[src/sv/acc_pkg.sv]
// ============================================================================
// acc_pkg - shared types and constants for the analog control conditioner
// Field widths, mode codes, register map and the controller/datapath bundles.
// ============================================================================
package acc_pkg;

    // Word field widths
    localparam int CH_W     = 3;
    localparam int SAMPLE_W = 12;
    localparam int LEVEL_W  = 8;

    // Per-channel register field widths
    localparam int MODE_W  = 3;
    localparam int COUNT_W = 9;

    // Register widths
    localparam int MODES_W  = 18;
    localparam int INVERT_W = 6;
    localparam int COUNTS_W = 54;

    // Register port
    localparam int PADDR_W = 5;
    localparam int PDATA_W = 64;
    localparam int REG_SEL_W = 2;
    localparam logic [REG_SEL_W-1:0] REG_MODES  = 2'd0;
    localparam logic [REG_SEL_W-1:0] REG_INVERT = 2'd1;
    localparam logic [REG_SEL_W-1:0] REG_COUNTS = 2'd2;

    // Default channel count
    localparam int NUM_CHANNELS_DEF = 6;

    // Converter scale
    localparam int FULL_RANGE = 4096;
    localparam logic [SAMPLE_W-1:0] FULL_SCALE = 12'd4095;
    localparam logic [SAMPLE_W-1:0] HALF_SCALE = 12'd2048;

    // Level count limits
    localparam logic [COUNT_W-1:0] MIN_N     = 9'd2;
    localparam logic [COUNT_W-1:0] POT_MAX_N = 9'd256;
    localparam logic [COUNT_W-1:0] SEL_MAX_N = 9'd12;

    // Step lookup: one entry per level count minus one
    localparam int STEP_TAB_N = 256;

    // Restoring divide: one quotient bit per cycle
    localparam int DIV_STEPS = SAMPLE_W;
    localparam int DIV_CNT_W = $clog2(DIV_STEPS);

    // Debounce counter
    localparam int DEB_W = 2;
    localparam logic [DEB_W-1:0] DEB_MAX = 2'd3;

    // Toggle phases
    localparam int PHASE_W = 2;
    localparam logic [PHASE_W-1:0] PH_WAIT_PRESS  = 2'd0;
    localparam logic [PHASE_W-1:0] PH_STABLE_PRESS = 2'd1;
    localparam logic [PHASE_W-1:0] PH_WAIT_REL    = 2'd2;
    localparam logic [PHASE_W-1:0] PH_STABLE_REL  = 2'd3;

    // Channel modes
    localparam logic [MODE_W-1:0] MODE_OFF       = 3'd0;
    localparam logic [MODE_W-1:0] MODE_POT       = 3'd1;
    localparam logic [MODE_W-1:0] MODE_SELECTOR  = 3'd2;
    localparam logic [MODE_W-1:0] MODE_TOGGLE    = 3'd3;
    localparam logic [MODE_W-1:0] MODE_MOMENTARY = 3'd4;

    // Controller to datapath commands
    typedef struct packed {
        logic capture;   // latch incoming word
        logic prep;      // decode config, invert, look up step, seed divider
        logic div_step;  // one restoring divide iteration
        logic commit;    // update channel state, load result register
    } acc_cmd_t;

    // Datapath to controller status
    typedef struct packed {
        logic use_div;   // channel is quantized, needs the divider
        logic out_free;  // result register can take a word this cycle
    } acc_stat_t;

endpackage

[src/sv/acc_ctrl.sv]
// ============================================================================
// acc_ctrl - sequencing controller
// Accepts one word, runs prep, the divide iterations when needed, then commit.
// ============================================================================
module acc_ctrl (
    input  logic               clk,
    input  logic               rst_n,
    input  logic               in_valid,
    output logic               in_stall,
    input  acc_pkg::acc_stat_t stat,
    output acc_pkg::acc_cmd_t  cmd
);
    import acc_pkg::*;

    typedef enum logic [3:0] {
        S_IDLE = 4'b0001,
        S_PREP = 4'b0010,
        S_DIV  = 4'b0100,
        S_EVAL = 4'b1000
    } state_t;

    state_t                 state_reg, state_next;
    logic [DIV_CNT_W-1:0]   div_cnt_reg, div_cnt_next;

    // Next state and commands
    always_comb
    begin
        state_next   = state_reg;
        div_cnt_next = div_cnt_reg;
        cmd          = '0;
        unique case (state_reg)
            S_IDLE:
            begin
                if (in_valid)
                begin
                    cmd.capture = 1'b1;
                    state_next  = S_PREP;
                end
            end
            S_PREP:
            begin
                cmd.prep     = 1'b1;
                div_cnt_next = '0;
                state_next   = stat.use_div ? S_DIV : S_EVAL;
            end
            S_DIV:
            begin
                cmd.div_step = 1'b1;
                div_cnt_next = div_cnt_reg + 1'b1;
                if (div_cnt_reg == DIV_CNT_W'(DIV_STEPS - 1))
                begin
                    state_next = S_EVAL;
                end
            end
            S_EVAL:
            begin
                if (stat.out_free)
                begin
                    cmd.commit = 1'b1;
                    state_next = S_IDLE;
                end
            end
            default:
            begin
                state_next = S_IDLE;
            end
        endcase
    end

    assign in_stall = (state_reg != S_IDLE);

    // State registers
    always_ff @(posedge clk or negedge rst_n)
    begin
        if (!rst_n)
        begin
            state_reg   <= S_IDLE;
            div_cnt_reg <= '0;
        end
        else
        begin
            state_reg   <= state_next;
            div_cnt_reg <= div_cnt_next;
        end
    end

endmodule

[src/sv/acc_dp.sv]
// ============================================================================
// acc_dp - conditioning datapath
// Per-channel state, step lookup, restoring divider, mode logic, result word.
// ============================================================================
module acc_dp #(
    parameter int NUM_CHANNELS = acc_pkg::NUM_CHANNELS_DEF
) (
    input  logic                          clk,
    input  logic                          rst_n,
    input  acc_pkg::acc_cmd_t             cmd,
    output acc_pkg::acc_stat_t            stat,
    input  logic [acc_pkg::CH_W-1:0]      channel,
    input  logic [acc_pkg::SAMPLE_W-1:0]  sample,
    input  logic [acc_pkg::MODES_W-1:0]   cfg_modes,
    input  logic [acc_pkg::INVERT_W-1:0]  cfg_invert,
    input  logic [acc_pkg::COUNTS_W-1:0]  cfg_counts,
    output logic                          out_valid,
    input  logic                          out_stall,
    output logic [acc_pkg::CH_W-1:0]      out_channel,
    output logic [acc_pkg::LEVEL_W-1:0]   level,
    output logic                          changed
);
    import acc_pkg::*;

    localparam int IDX_W    = (NUM_CHANNELS > 1) ? $clog2(NUM_CHANNELS) : 1;
    localparam int CH_EXT_W = (IDX_W > CH_W) ? IDX_W : CH_W;

    // Captured word
    logic [CH_W-1:0]     ch_reg;
    logic [SAMPLE_W-1:0] smp_reg;

    // Prepared operands
    logic [SAMPLE_W-1:0] v_reg;
    logic [MODE_W-1:0]   mode_reg;
    logic [COUNT_W-1:0]  n_reg;
    logic [SAMPLE_W-1:0] step_reg;

    // Divider
    logic [SAMPLE_W-1:0] quo_reg, quo_next;
    logic [SAMPLE_W-1:0] rem_reg, rem_next;

    // Channel state
    logic [LEVEL_W-1:0] held_reg  [NUM_CHANNELS];
    logic [PHASE_W-1:0] phase_reg [NUM_CHANNELS];
    logic [DEB_W-1:0]   count_reg [NUM_CHANNELS];
    logic [LEVEL_W-1:0] held_next;
    logic [PHASE_W-1:0] phase_next;
    logic [DEB_W-1:0]   count_next;

    // Result register
    logic                out_valid_reg;
    logic [CH_W-1:0]     out_ch_reg;
    logic [LEVEL_W-1:0]  level_reg;
    logic                changed_reg;
    logic                chg;

    // Channel index and range check
    logic [CH_EXT_W-1:0] ch_ext;
    logic [IDX_W-1:0]    idx;
    logic                in_range;

    assign ch_ext   = CH_EXT_W'(ch_reg);
    assign idx      = ch_ext[IDX_W-1:0];
    assign in_range = (32'(ch_reg) < NUM_CHANNELS);

    // Step table: 4096 / (k + 1), but entry 0 holds 4096 / 2
    logic [SAMPLE_W-1:0] step_tab [STEP_TAB_N];
    for (genvar g = 0; g < STEP_TAB_N; g++)
    begin : g_step
        localparam int Div  = (g == 0) ? 2 : g + 1;
        localparam int Step = FULL_RANGE / Div;
        assign step_tab[g] = SAMPLE_W'(Step);
    end

    // Config field decode for the captured channel
    logic [63:0]         modes_ext, counts_ext;
    logic [7:0]          inv_ext;
    logic [MODE_W-1:0]   mode_now;
    logic [COUNT_W-1:0]  n_raw, n_clamp, n_m1;
    logic [SAMPLE_W-1:0] v_now;

    assign modes_ext  = 64'(cfg_modes);
    assign counts_ext = 64'(cfg_counts);
    assign inv_ext    = 8'(cfg_invert);
    assign mode_now   = MODE_W'(modes_ext >> 6'(3 * ch_reg));
    assign n_raw      = COUNT_W'(counts_ext >> 6'(9 * ch_reg));
    assign v_now      = inv_ext[ch_reg] ? (FULL_SCALE - smp_reg) : smp_reg;

    always_comb
    begin
        logic [COUNT_W-1:0] hi;
        hi = (mode_now == MODE_POT) ? POT_MAX_N : SEL_MAX_N;
        priority if (n_raw > hi)
            n_clamp = hi;
        else if (n_raw < MIN_N)
            n_clamp = MIN_N;
        else
            n_clamp = n_raw;
    end

    assign n_m1 = n_clamp - 1'b1;

    assign stat.use_div = in_range &&
                          ((mode_now == MODE_POT) || (mode_now == MODE_SELECTOR));

    // Restoring divide iteration
    always_comb
    begin
        logic [SAMPLE_W-1:0] trial;
        logic                ge;
        trial    = {rem_reg[SAMPLE_W-2:0], quo_reg[SAMPLE_W-1]};
        ge       = (trial >= step_reg);
        rem_next = ge ? (trial - step_reg) : trial;
        quo_next = {quo_reg[SAMPLE_W-2:0], ge};
    end

    // Mode logic for the selected channel
    always_comb
    begin
        logic [LEVEL_W-1:0]  held;
        logic [PHASE_W-1:0]  ph;
        logic [DEB_W-1:0]    cnt, cnt_base, cnt_up;
        logic [PHASE_W-1:0]  ph_tmp;
        logic [SAMPLE_W-1:0] pos12;
        logic [LEVEL_W-1:0]  pos, tgt;
        logic                press, rel;

        held   = held_reg[idx];
        ph     = phase_reg[idx];
        cnt    = count_reg[idx];
        press  = (v_reg < HALF_SCALE);
        rel    = (v_reg > HALF_SCALE);
        pos12  = (quo_reg >= SAMPLE_W'(n_reg)) ? SAMPLE_W'(n_reg - 1'b1) : quo_reg;
        pos    = pos12[LEVEL_W-1:0];
        tgt    = LEVEL_W'(press);
        cnt_base = cnt;
        cnt_up   = cnt;
        ph_tmp   = ph;

        held_next  = held;
        phase_next = ph;
        count_next = cnt;
        chg        = 1'b0;

        unique case (mode_reg)
            MODE_POT:
            begin
                if (pos > held)
                    chg = ((pos - held) > 8'd1) || (rem_reg > (step_reg >> 2));
                else if (pos < held)
                    chg = ((held - pos) > 8'd1) ||
                          (rem_reg < (step_reg - (step_reg >> 2)));
                if (chg)
                    held_next = pos;
            end
            MODE_SELECTOR:
            begin
                chg = (pos != held);
                if (chg)
                    held_next = pos;
            end
            MODE_TOGGLE:
            begin
                unique case (ph)
                    PH_WAIT_PRESS:
                    begin
                        if (press)
                        begin
                            phase_next = PH_STABLE_PRESS;
                            count_next = '0;
                        end
                    end
                    PH_STABLE_PRESS:
                    begin
                        if (press)
                        begin
                            cnt_up     = (cnt == DEB_MAX) ? cnt : cnt + 1'b1;
                            count_next = cnt_up;
                            if (cnt_up == DEB_MAX)
                            begin
                                held_next  = (held == '0) ? LEVEL_W'(1) : '0;
                                chg        = 1'b1;
                                phase_next = PH_WAIT_REL;
                            end
                        end
                        else
                        begin
                            phase_next = PH_WAIT_PRESS;
                        end
                    end
                    default:
                    begin
                        // wait-release runs on into the stable-release check
                        if ((ph == PH_WAIT_REL) && rel)
                        begin
                            ph_tmp   = PH_STABLE_REL;
                            cnt_base = '0;
                        end
                        if (rel)
                        begin
                            cnt_up     = (cnt_base == DEB_MAX) ? cnt_base : cnt_base + 1'b1;
                            count_next = cnt_up;
                            phase_next = (cnt_up == DEB_MAX) ? PH_WAIT_PRESS : ph_tmp;
                        end
                        else
                        begin
                            phase_next = PH_WAIT_REL;
                        end
                    end
                endcase
            end
            MODE_MOMENTARY:
            begin
                if (held == tgt)
                begin
                    count_next = '0;
                end
                else
                begin
                    cnt_up     = (cnt == DEB_MAX) ? cnt : cnt + 1'b1;
                    count_next = cnt_up;
                    if (cnt_up == DEB_MAX)
                    begin
                        held_next = tgt;
                        chg       = 1'b1;
                    end
                end
            end
            default:
            begin
                chg = 1'b0;
            end
        endcase
    end

    // Word capture, prep and divider registers
    always_ff @(posedge clk)
    begin
        if (cmd.capture)
        begin
            ch_reg  <= channel;
            smp_reg <= sample;
        end
        if (cmd.prep)
        begin
            v_reg    <= v_now;
            mode_reg <= mode_now;
            n_reg    <= n_clamp;
            step_reg <= step_tab[n_m1[7:0]];
            quo_reg  <= v_now;
            rem_reg  <= '0;
        end
        else if (cmd.div_step)
        begin
            quo_reg <= quo_next;
            rem_reg <= rem_next;
        end
    end

    // Channel state update
    always_ff @(posedge clk or negedge rst_n)
    begin
        if (!rst_n)
        begin
            for (int i = 0; i < NUM_CHANNELS; i++)
            begin
                held_reg[i]  <= '0;
                phase_reg[i] <= PH_WAIT_PRESS;
                count_reg[i] <= '0;
            end
        end
        else if (cmd.commit && in_range)
        begin
            held_reg[idx]  <= held_next;
            phase_reg[idx] <= phase_next;
            count_reg[idx] <= count_next;
        end
    end

    // Result register
    assign stat.out_free = !out_valid_reg || !out_stall;

    always_ff @(posedge clk or negedge rst_n)
    begin
        if (!rst_n)
            out_valid_reg <= 1'b0;
        else if (cmd.commit)
            out_valid_reg <= 1'b1;
        else if (!out_stall)
            out_valid_reg <= 1'b0;
    end

    always_ff @(posedge clk)
    begin
        if (cmd.commit)
        begin
            out_ch_reg  <= ch_reg;
            level_reg   <= in_range ? held_next : '0;
            changed_reg <= in_range && chg;
        end
    end

    assign out_valid   = out_valid_reg;
    assign out_channel = out_ch_reg;
    assign level       = level_reg;
    assign changed     = changed_reg;

endmodule

[src/sv/analog_control_conditioner.sv]
// ============================================================================
// analog_control_conditioner - per-channel knob and switch conditioning
// Pot and selector quantizing, toggle and momentary debouncing of ADC samples.
// ============================================================================
//
//  channel  | signals                                    | direction
//  ---------+--------------------------------------------+----------
//  in       | in_valid, in_stall, channel, sample        | into block
//  out      | out_valid, out_stall, out_channel, level,  | out of block
//           | changed                                    |
//  regs     | psel, penable, pwrite, paddr, pwdata,      | both
//           | prdata, pready                             |
//
//  Pot and selector words run through prep, the one-bit-per-cycle restoring
//  divider and commit before the block is idle and accepts again; other
//  modes and out-of-range channels go from prep straight to commit.
//  Reset clears held levels, toggle phases, debounce counts and registers.
//  A waiting result does not block the next accept; only commit waits on
//  out_stall.
//
module analog_control_conditioner #(
    parameter int NUM_CHANNELS = acc_pkg::NUM_CHANNELS_DEF
) (
    input  logic                          clk,
    input  logic                          rst_n,
    // input words
    input  logic                          in_valid,
    output logic                          in_stall,
    input  logic [acc_pkg::CH_W-1:0]      channel,
    input  logic [acc_pkg::SAMPLE_W-1:0]  sample,
    // result words
    output logic                          out_valid,
    input  logic                          out_stall,
    output logic [acc_pkg::CH_W-1:0]      out_channel,
    output logic [acc_pkg::LEVEL_W-1:0]   level,
    output logic                          changed,
    // register port
    input  logic                          psel,
    input  logic                          penable,
    input  logic                          pwrite,
    input  logic [acc_pkg::PADDR_W-1:0]   paddr,
    input  logic [acc_pkg::PDATA_W-1:0]   pwdata,
    output logic [acc_pkg::PDATA_W-1:0]   prdata,
    output logic                          pready
);
    import acc_pkg::*;

    acc_cmd_t  cmd;
    acc_stat_t stat;

    logic [MODES_W-1:0]   modes_reg;
    logic [INVERT_W-1:0]  invert_reg;
    logic [COUNTS_W-1:0]  counts_reg;
    logic [REG_SEL_W-1:0] reg_sel;
    logic                 reg_wr;

    // Register port
    assign pready  = 1'b1;
    assign reg_sel = paddr[PADDR_W-1:PADDR_W-REG_SEL_W];
    assign reg_wr  = psel && penable && pwrite && pready;

    always_ff @(posedge clk or negedge rst_n)
    begin
        if (!rst_n)
        begin
            modes_reg  <= '0;
            invert_reg <= '0;
            counts_reg <= '0;
        end
        else if (reg_wr)
        begin
            unique case (reg_sel)
                REG_MODES:  modes_reg  <= pwdata[MODES_W-1:0];
                REG_INVERT: invert_reg <= pwdata[INVERT_W-1:0];
                REG_COUNTS: counts_reg <= pwdata[COUNTS_W-1:0];
                default:    ;
            endcase
        end
    end

    always_comb
    begin
        unique case (reg_sel)
            REG_MODES:  prdata = PDATA_W'(modes_reg);
            REG_INVERT: prdata = PDATA_W'(invert_reg);
            REG_COUNTS: prdata = PDATA_W'(counts_reg);
            default:    prdata = '0;
        endcase
    end

    // Controller
    acc_ctrl u_ctrl (
        .clk      (clk),
        .rst_n    (rst_n),
        .in_valid (in_valid),
        .in_stall (in_stall),
        .stat     (stat),
        .cmd      (cmd)
    );

    // Datapath
    acc_dp #(
        .NUM_CHANNELS (NUM_CHANNELS)
    ) u_dp (
        .clk         (clk),
        .rst_n       (rst_n),
        .cmd         (cmd),
        .stat        (stat),
        .channel     (channel),
        .sample      (sample),
        .cfg_modes   (modes_reg),
        .cfg_invert  (invert_reg),
        .cfg_counts  (counts_reg),
        .out_valid   (out_valid),
        .out_stall   (out_stall),
        .out_channel (out_channel),
        .level       (level),
        .changed     (changed)
    );

`ifndef SYNTHESIS
    // busy after every accepted word
    a_busy_after_accept: assert property (@(posedge clk) disable iff (!rst_n)
        (in_valid && !in_stall) |=> in_stall)
        else $error("input not stalled after accept");

    // commit never overwrites a waiting result
    a_commit_free: assert property (@(posedge clk) disable iff (!rst_n)
        cmd.commit |-> (!out_valid || !out_stall))
        else $error("commit while result register held");

    // a result appears only from a commit
    a_valid_from_commit: assert property (@(posedge clk) disable iff (!rst_n)
        $rose(out_valid) |-> $past(cmd.commit))
        else $error("result valid without commit");

    // out-of-range channels report zero and no change
    a_out_of_range: assert property (@(posedge clk) disable iff (!rst_n)
        (out_valid && (32'(out_channel) >= NUM_CHANNELS)) |-> (level == '0 && !changed))
        else $error("out-of-range channel reported a value");
`endif

endmodule

[config.mk]
export PLATFORM = sky130hd
export DESIGN_NAME = analog_control_conditioner
export DESIGN_NICKNAME = d
export VERILOG_FILES = /design/src/sv/acc_pkg.sv /design/src/sv/acc_ctrl.sv /design/src/sv/acc_dp.sv /design/src/sv/analog_control_conditioner.sv
export SDC_FILE = /design/constraint.sdc
export NUM_CORES = 1
export LEC_CHECK = 0
export ABC_AREA = 1
export BUFFER_PORTS_ARGS = -buffer_cell sky130_fd_sc_hd__buf_2
export CORE_ASPECT_RATIO = 1.4
export CORE_UTILIZATION = 44
export CTS_BUF_LIST = sky130_fd_sc_hd__clkbuf_16
export CTS_CLUSTER_DIAMETER = 40
export DETAILED_ROUTE_END_ITERATION = 10
export MAX_ROUTING_LAYER = met4
export SLEW_MARGIN = 40
export SYNTH_ARGS = -nofsm -noshare
export SYNTH_HDL_FRONTEND = slang
export SYNTH_HIERARCHICAL = 1
export SYNTH_SLANG_ARGS = --single-unit
[constraint.sdc]
create_clock -name clk -period 6.5 [get_ports clk]
set_input_delay 0.65 -clock clk [delete_from_list [all_inputs] [get_ports clk]]
set_output_delay 0.65 -clock clk [all_outputs]
set_load 0.005 [all_outputs]
Word-level counts from Yosys, hierarchy flattened --
Memory sizes are Yosys's and may differ from the RTL's. A register that Yosys moved wholly into a read port is not among the register bits. Cells that the tools add are included.
Storage, ports and cells: input port bits 91, logic and storage cells 193, memories kept 1, bits in registers 234, output and inout bits 79, ROM bits 3072
Cells by class: eq/ne operators 26, reductions and logical operators 23, bitwise logic cells 2, multipliers 2, mux-type cells 77, add/sub/neg operators 10, $lt $le $gt $ge 16, shifts and indexed selects 2
Memories:
- (name not given) | depth 256, bits a word 12, rd ports 1, clocked after Yosys merged registers in 1, wr ports 0, RTL line acc_dp.sv:249 | step_reg <= step_tab[n_m1[7:0]];
Operators by type and width (number):
- case mux 54 bit (3 select lines) | 1
- 2-to-1 mux 8 bit | 11
- right shift 54 x 6 -> 9 bit | 1
- bitwise mux 48 bit | 1
- 2-to-1 mux 12 bit | 4
- 2-to-1 mux 2 bit | 21
- case mux 8 bit (4 select lines) | 1
- 2-to-1 mux 9 bit | 3
- binary-select mux 8 bit (select 3 bit) | 1
- bitwise mux 12 bit | 2
- demux 8 bit (select 3 bit) | 1
- right shift 18 x 5 -> 3 bit | 1
- 2-to-1 mux 1 bit | 17
- greater-than comparator 8 x 1 -> 1 bit (second input constant) | 2
- 2-to-1 mux 4 bit | 4
- case mux 4 bit (4 select lines) | 1
- subtractor 8 x 1 -> 8 bit (second input constant) | 2
- subtractor 8 bit | 2
- binary-select mux 2 bit (select 3 bit) | 2
- == test 2 bit (second input constant) | 6
- >= comparator 12 bit | 1
- >= comparator 12 x 9 -> 1 bit | 1
- greater-than comparator 12 x 10 -> 1 bit | 1
- greater-than comparator 12 bit (second input constant) | 1
- other kinds (46) | 70

Longest topological paths before layout --
Gate-level depths: netlist of the first run.
depth after elaboration 17, mapped depth 37

Hierarchy --
The synthesis of the first run kept the hierarchy.
Modules (own cells, without submodules):
- acc_dp | area an instance 13035.0 µm², times used 1, cells each 1841
- analog_control_conditioner | area an instance 3658.5 µm², times used 1, cells each 493
- acc_ctrl | area an instance 474.2 µm², times used 1, cells each 63

Least setup slack after synthesis of the first run --
No wires, ideal clock.
path type reg-to-reg, start reg u_dp.ch_reg[0] (netlist: u_dp/ch_ext[0]), end reg u_dp.step_reg[1] (data pin), setup time 0.249 ns, arrival time 4.613 ns, data required time 6.251 ns, path slack 1.638 ns, stages on the path, launching flop included 35, path through edfxtp_1 > buf_4 > buf_6 > nand2_4 > inv_2 > buf_2 > a22oi_1 > nand2_1 > nor3_2 > nand2_1 > nor2_2 > inv_2 > ha_1 > nand3_1 > a21oi_1 > nand2_1 > nand2_2 > nand2_4 > nor2_2 > inv_2 > ha_1 > inv_1 > ha_1 > inv_1 > clkbuf_1 > ha_1 > inv_1 > nand2_1 > nand2_1 > nand3_1 > nand2_1 > nand2_1 > nand3_1 > nand2_1 > inv_1
Between the ends: cells in the longest elaborated chain, start to end 8, elaborated cells on any way between the ends 12, classes of those cells add/sub: 1; mul: 2; order compare: 2; eq/ne: 1; shift: 2; mux: 3; bitwise: 1
Ends and longest elaborated chain:
- from (decl) | RTL line acc_dp.sv:29 | logic [CH_W-1:0] ch_reg;
- from (signal assigned) | RTL line acc_dp.sv:241 | ch_reg <= channel;
- multiplier 2 x 3 -> 5 bit | RTL line acc_dp.sv:85 | assign mode_now = MODE_W'(modes_ext >> 6'(3 * ch_reg));
- right shift 18 x 5 -> 3 bit | RTL line acc_dp.sv:85
- == test 3 x 1 -> 1 bit | RTL line acc_dp.sv:92 | hi = (mode_now == MODE_POT) ? POT_MAX_N : SEL_MAX_N;
- 2-to-1 mux 9 bit | RTL line acc_dp.sv:92
- greater-than comparator 9 bit | RTL line acc_dp.sv:93 | priority if (n_raw > hi)
- 2-to-1 mux 9 bit (*) | RTL line acc_dp.sv:93
- via u_dp.n_clamp[0] | RTL line acc_dp.sv:79 | logic [COUNT_W-1:0] n_raw, n_clamp, n_m1;
- subtractor 8 x 1 -> 8 bit (*) | RTL line acc_dp.sv:101 | assign n_m1 = n_clamp - 1'b1;
- via u_dp.n_m1[2] | RTL line acc_dp.sv:79
- NOT 8 -> 9 bit (not written as such) (*) | RTL line acc_dp.sv:249
- to (decl) | RTL line acc_dp.sv:36 | logic [SAMPLE_W-1:0] step_reg;
The timed path passes the listed nets; every way through them passes the cells marked *. A chain may end at the register's enable or synchronous reset.

Worst setup path in the final report of the first run --
start reg u_dp.ch_reg[2] (netlist: u_dp/ch_ext[2]), end reg u_dp.step_reg[1] (data pin)
Between the ends: cells in the longest elaborated chain, start to end 8, elaborated cells on any way between the ends 12, classes of those cells add/sub: 1; mul: 2; order compare: 2; eq/ne: 1; shift: 2; mux: 3; bitwise: 1
Ends and longest elaborated chain:
- multiplier 2 x 3 -> 5 bit | RTL line acc_dp.sv:85
- right shift 18 x 5 -> 3 bit | RTL line acc_dp.sv:85
- via u_dp.mode_now[0] | RTL line acc_dp.sv:78 | logic [MODE_W-1:0] mode_now;
- == test 3 x 1 -> 1 bit | RTL line acc_dp.sv:92
- 2-to-1 mux 9 bit | RTL line acc_dp.sv:92
- greater-than comparator 9 bit | RTL line acc_dp.sv:93
- 2-to-1 mux 9 bit | RTL line acc_dp.sv:93
- via u_dp.n_clamp[0] | RTL line acc_dp.sv:79
- subtractor 8 x 1 -> 8 bit | RTL line acc_dp.sv:101
- via u_dp.n_m1[2] | RTL line acc_dp.sv:79
- NOT 8 -> 9 bit (not written as such) | RTL line acc_dp.sv:249
The timed path passes the listed nets, and every way through them passes these cells.

==> results of run 1 <==
-- report_power, final --
| group | leakage (nW) | switching (mW) | internal (mW) |
|---|---|---|---|
| Clock | 0.626 | 0.790 | 1.23 |
| Sequential | 2.90 | 0.278 | 2.02 |
| Combinational | 6.51 | 3.92 | 1.84 |
-- metal layers --
metal / track usage, % / up-vias
li1: - / 7989
met1: 31.3 / 7597
met2: 45.0 / 457
met3: 2.67 / 122
met4: 11.5 / 0
met5: - / -
-- cell families after synthesis --
logic type / Yosys count / share of synthesized area (%)
buf+inv: 374 / 9.51
fa+ha+maj: 90 / 6.73
other cells: 2 / 0.0437
simple gates: 1333 / 32.9
flops: 246 / 37.7
compound gates: 301 / 10.5
xor+xnor: 51 / 2.69
-- final cells by class --
class / instances / area share [%]
clock buffer: 39 / 4.99
clock inverter: 28 / 1.49
inverter: 278 / 5.39
multi-input combinational: 1786 / 46.7
timing repair buffer: 175 / 4.99
tap: 522 / 3.34
sequential: 246 / 33.1
-- critical path, delay by kind of cell (launching register included) --
family	cells	cell delay [ps]
simple gates	19	2270
buf+inv	9	1460
fa+ha+maj	4	1120
flops	1	610
compound gates	1	170
-- synthesized netlist by cell type (all sizes together) (4+ instances only) --
cell	number	share of area (%)
o22ai	24	0.87
edfxtp	75	13
inv	272	6.0
o221ai	4	0.20
a22oi	8	0.35
nand3	182	5.6
fa	4	0.47
nand2	910	20
a221oi	4	0.24
nor3	22	0.70
buf	68	2.8
o21bai	7	0.37
dfxtp	12	1.4
nor4	9	0.49
ha	86	6.3
nand3b	4	0.17
clkinv	6	0.17
o21ai	122	3.6
dfrtp	158	23
a211oi	4	0.17
xor2	44	2.3
a21o	5	0.22
o211ai	34	1.5
nand4	15	0.55
xnor2	7	0.40
or2	7	0.26
a31oi	5	0.18
clkbuf	28	0.61
nor2	179	4.4
a21oi	70	2.1
-- through the flow --
stage	hold WS, ps	setup slack [ps]
floorplan	354	1640
global placement	462	789
detailed placement	465	664
CTS	190	662
global route	201	101
finish	132	626
-- worst paths after layout --
check,slack (ps),from,to
setup / recovery,630,u_dp/ch_ext[2],u_dp/step_reg[1]
hold reg to reg,480,u_dp/held_reg[27],u_dp/held_reg[27]
min in group clk,290,sample[4],u_dp/smp_reg[4]
hold / removal,130,rst_n,u_ctrl/div_cnt_reg[0]
max in group asynchronous,5160,rst_n,u_dp/held_reg[18]
setup reg to reg,630,u_dp/ch_ext[2],u_dp/step_reg[1]
==> qor.yml, run 1 <==
cts:
  clkLatencyLatePin_ps: 540
  post-cts-setup-buffer-count: 0
  clkTransAtPathRegs_ps: 60
  post_cts_resized: 0
  cts_buffer_depth: 3
  cts_tree: "done"
  clock_sink_count: 246
  cts_buffers: 37
  root_buffer: "clkbuf_16"
  cts_hold_buffers: 0
  ctsHtreeMaxLevel: 2
detailed_routing:
  wl_met3_um: 2280
  vias: 16165
  vias_per_cell: 5.26
  firstDrtPassIters: 6
  avgRoutedWirePerCell_um: 16.6
  antenna_left: 0
  routed_wl_um: 50900
  drt_iter0_markers: 1060
  routed.top_layer: "met4"
  drc: 0
  route.met2.wl_um: 25700
  wl_met1_um: 21100
logic_synthesis:
  synth.cell_area_um2: 17200
  synth_cell_types: 69
  avgSynthCellArea_um2: 7.16
  postSynthCellCount: 2397
  synth-async-reset-ratio_pct: 64.6
  yosysWarnings: 6
  yosysSeqAreaShare_pct: 37.7
  synth-edff-count: 75
  ys.flop_type: "dfrtp_1"
  ys_ff_latch: 246
worst_setup_path:
  crit_fanout: 23
  reg2reg_depth: 33
  cp.arrival_ps: 6170
  start_kind: "flip-flop"
  crit_type: "flip-flop to flip-flop"
  max_stage_delay_ps: 610
  slowest_stage: "edfxtp_1"
  crit_path_frequent_cell: "nand2_1"
  worst_setup_path_end_kind: "flip-flop"
  critPathRequiredTime_ps: 6800
sta:
  rsz0062_at_grt: "false"
  finalCritPeriodShare_pct: 90.4
  period_needed_ps: 5870
  slew_headroom_pct: 43.9
  finalClockSkew_ps: 20.8
  final_hold_viol_count: 0
  finalSetupTns_ps: 0
  setup_violations: 0
  max_freq_mhz: 170
  worst_pin_slew_ps: 841
  slew_violations: 0
global_routing:
  antenna_found_initial: 0
  grtUsageTotal_pct: 26.3
  grt_max_degree: 84
  grt_pass1_vias: 15312
  grt_pass1_wl_um: 80500
  grt-ovfl-total: 0
place:
  dpl.cell_count: 3006
  placed_area_um2: 18200
  port-buffer-count: 145
  post-dp-hpwl_um: 37700
  place.gp.congestion: 0.948
layout:
  stdcell_count: 3074
  final_area_um2: 19500
  regArea_um2: 6470
  layout-drive-gt1-share_pct: 12.8
  multi_input_area_um2: 9130
  syn2layout_area_growth_pct: 13.9
  final_common_cell: "nand2_1"
  utilization_pct: 50.8
  antenna_cells: 0
  largest_reg_flops: 54
  final_cell_mix: "nand2_1 (887), inv_1 (259), nand3_1 (174)"
  nets: 2705
  n_fill_cell: 3969
floorplan:
  start_util_pct: 44.6
  die_area_um2: 39800
  die_w_um: 169
  rows: 85
  die_h_um: 236
  ios: 170
  coreArea_um2: 38500
pwr:
  power_density_nw_per_um2: 516
  leakage_nw: 10.0
  max-vdd-ir-drop_uv: 402
  finalPower_mw: 10.1
worst_hold_path:
  hold_class: "input port to async pin"
run_status:
  status: "completed"
job:
  max_cap_viol_count: 0
No activity file was read; power rests on OpenSTA's default activity.
==> run 2: changes to the inputs <==
==> constraint.sdc (replaced) <==
create_clock -name clk -period 6.5 [get_ports clk]
set_input_delay 1.3 -clock clk [delete_from_list [all_inputs] [get_ports clk]]
set_output_delay 1.3 -clock clk [all_outputs]
set_load 0.005 [all_outputs]
==> run 2 against run 1 <==
Power is 0.13% higher. First-iteration DRC count is 9.7% higher. Fmax is 0.93% lower. Final area hardly changed. Global-route usage is 0.35 points higher. Core utilization hardly changed. Via count is 0.46% lower. Wire length is 0.50% higher. Setup slack worse by 55 ps. Clock-buffer cell count stayed put. Sequential share of layout area hardly changed.
==> qor.yml, run 2 (same netlist as run 1, synthesis figures left out) <==
run_status:
  status: "completed"
detailed_routing:
  vias_per_cell: 5.23  # -0.52%
  firstDrtPassIters: 7  # +1
  drc: 0  # unchanged
  vias: 16091  # -0.46%
  antenna_left: 0  # unchanged
  routed_wl_um: 51200  # +0.50%
  drt_iter0_markers: 1163  # +9.7%
  avgRoutedWirePerCell_um: 16.6  # +0.44%
layout:
  layout-drive-gt1-share_pct: 12.8  # about the same
  final_cell_mix: "nand2_1 (887), inv_1 (263), nand3_1 (174)"
  largest_reg_flops: 54  # unchanged
  antenna_cells: 0  # unchanged
  stdcell_count: 3076  # +0.065%
  syn2layout_area_growth_pct: 13.8  # about the same
  n_fill_cell: 3981  # +0.30%
  nets: 2707  # +0.074%
  final_common_cell: "nand2_1"
floorplan:
  ios: 170  # unchanged
  die_w_um: 169  # unchanged
  start_util_pct: 44.6  # unchanged
  die_h_um: 236  # unchanged
  die_area_um2: 39800  # unchanged
  coreArea_um2: 38500  # unchanged
  rows: 85  # unchanged
pwr:
  switching_share_pct: 49.4  # about the same
  seq_power_share_pct: 22.8  # about the same
  power.switching_mw: 4.99  # about the same
  leakage_nw: 10.1  # +0.23%
  pwr-share-clk_pct: 19.9  # -0.2 points
  p_int_mw: 5.10  # +0.20%
  comb_power_share_pct: 57.2  # about the same
  power_density_nw_per_um2: 516  # +0.17%
  max-vdd-ir-drop_uv: 313  # -22%
worst_setup_path:
  max_stage_delay_ps: 530  # -80 ps
  path_delay_family: "simple AND/OR/NAND/NOR gates"
  crit_path_frequent_cell: "nand2_1"
  start_kind: "flip-flop"
  critPathRequiredTime_ps: 6790  # about the same
  cp.arrival_ps: 6220  # +50 ps
  slowest_stage: "nor2_1"
  worst_setup_path_end_kind: "flip-flop"
  cp.buffers_inverters: 7  # -2
  crit_fanout: 24  # +4.3%
  crit_type: "flip-flop to flip-flop"
sta:
  rsz0062_at_grt: "false"
  finalClockSkew_ps: 19.3  # -1.50 ps
  worst_pin_slew_ps: 829  # -11.7 ps
  final_hold_viol_count: 0  # unchanged
  finalCritPeriodShare_pct: 91.2  # +0.85 points
  slew_violations: 0  # unchanged
  setup_violations: 0  # unchanged
  max_freq_mhz: 169  # -0.93%
  period_needed_ps: 5930  # +55.2 ps
  finalSetupTns_ps: 0  # unchanged
  slew_headroom_pct: 44.7  # +0.78 points
cts:
  clkLatencyLatePin_ps: 540  # about the same
  cts_tree: "done"
  root_buffer: "clkbuf_16"
  ctsHtreeMaxLevel: 2  # unchanged
  clock_sink_count: 246  # unchanged
  clkTransAtPathRegs_ps: 60  # about the same
  cts_buffer_depth: 3  # unchanged
  post_cts_resized: 0  # unchanged
  post-cts-setup-buffer-count: 0  # unchanged
  cts_buffers: 37  # unchanged
  cts_hold_buffers: 0  # unchanged
job:
  max_cap_viol_count: 0  # unchanged
global_routing:
  grt_max_degree: 76  # -9.5%
  antenna_found_initial: 0  # unchanged
  grtUsageTotal_pct: 26.7  # +0.35 points
  grt_pass1_vias: 15141  # -1.1%
  grt_pass1_wl_um: 81500  # +1.2%
  grt-ovfl-total: 0  # unchanged
place:
  port-buffer-count: 145  # unchanged
  dpl.cell_count: 3008  # +0.067%
  place.gp.congestion: 0.929  # -1.9%
  post-dp-hpwl_um: 37700  # +0.15%
worst_hold_path:
  hold_class: "flip-flop to flip-flop"
[run 2: worst paths after layout]
path | startpoint | to | slack [ps] | depth (start not counted)
max | u_dp/ch_ext[1] | u_dp/step_reg[1] | 570 | 32
min | u_dp/held_reg[14] | u_dp/held_reg[14] | 480 | 2
max reg2reg | u_dp/ch_ext[1] | u_dp/step_reg[1] | 570 | 32
min reg2reg | u_dp/held_reg[14] | u_dp/held_reg[14] | 480 | 2
max in group asynchronous | rst_n | u_dp/held_reg[9] | 4870 | 2
min in group asynchronous | rst_n | u_ctrl/div_cnt_reg[2] | 630 | 1
[run 2: final cells by class]
class | instances | area, um^2 | share of cell area (%)
inverters | 278 | 1050 | 5.39
well taps | 522 | 653 | 3.34
flip-flops and latches | 246 | 6470 | 33.1
multi-input cells | 1786 | 9130 | 46.7
clock buffers | 39 | 976 | 4.99
repair buffers | 177 | 992 | 5.08
clock inverters | 28 | 267 | 1.36
[run 2: power by group through the flow]
stage | combinational, mW | sequential, mW | clock (mW)
final | 5.78 | 2.30 | 2.01
after global routing | 6.51 | 2.34 | 2.12
after CTS | 5.73 | 2.30 | 2.05
after detailed placement | 5.70 | 2.33 | 0
after global placement | 5.63 | 2.32 | 0
after floorplan | 4.42 | 2.21 | 0
[run 2: metal layers]
metal | global-route usage [%] | part of all wire (%)
met3 | 2.67 | 4.3
met2 | 46.4 | 51
met1 | 32.3 | 42
met4 | 8.24 | 2.5
met5 | - | 0
[run 2: stage by stage]
stage	instance area, um^2	utilization, %	setup WS [ps]	power (mW)	hold WS, ps
floorplan	17200	-	1640	6.63	428
global placement	18200	47.4	712	7.96	463
detailed placement	18300	47.4	652	8.03	465
CTS	19500	50.7	627	10.1	480
global route	19500	50.8	60.7	11.0	497
finish	19500	50.8	571	10.1	477
[run 2: worst min-delay path, cell delays in order, from the launching register on]
cell     delay (ps)
dfrtp_1         340
nand2_1          50
nand2_1          50
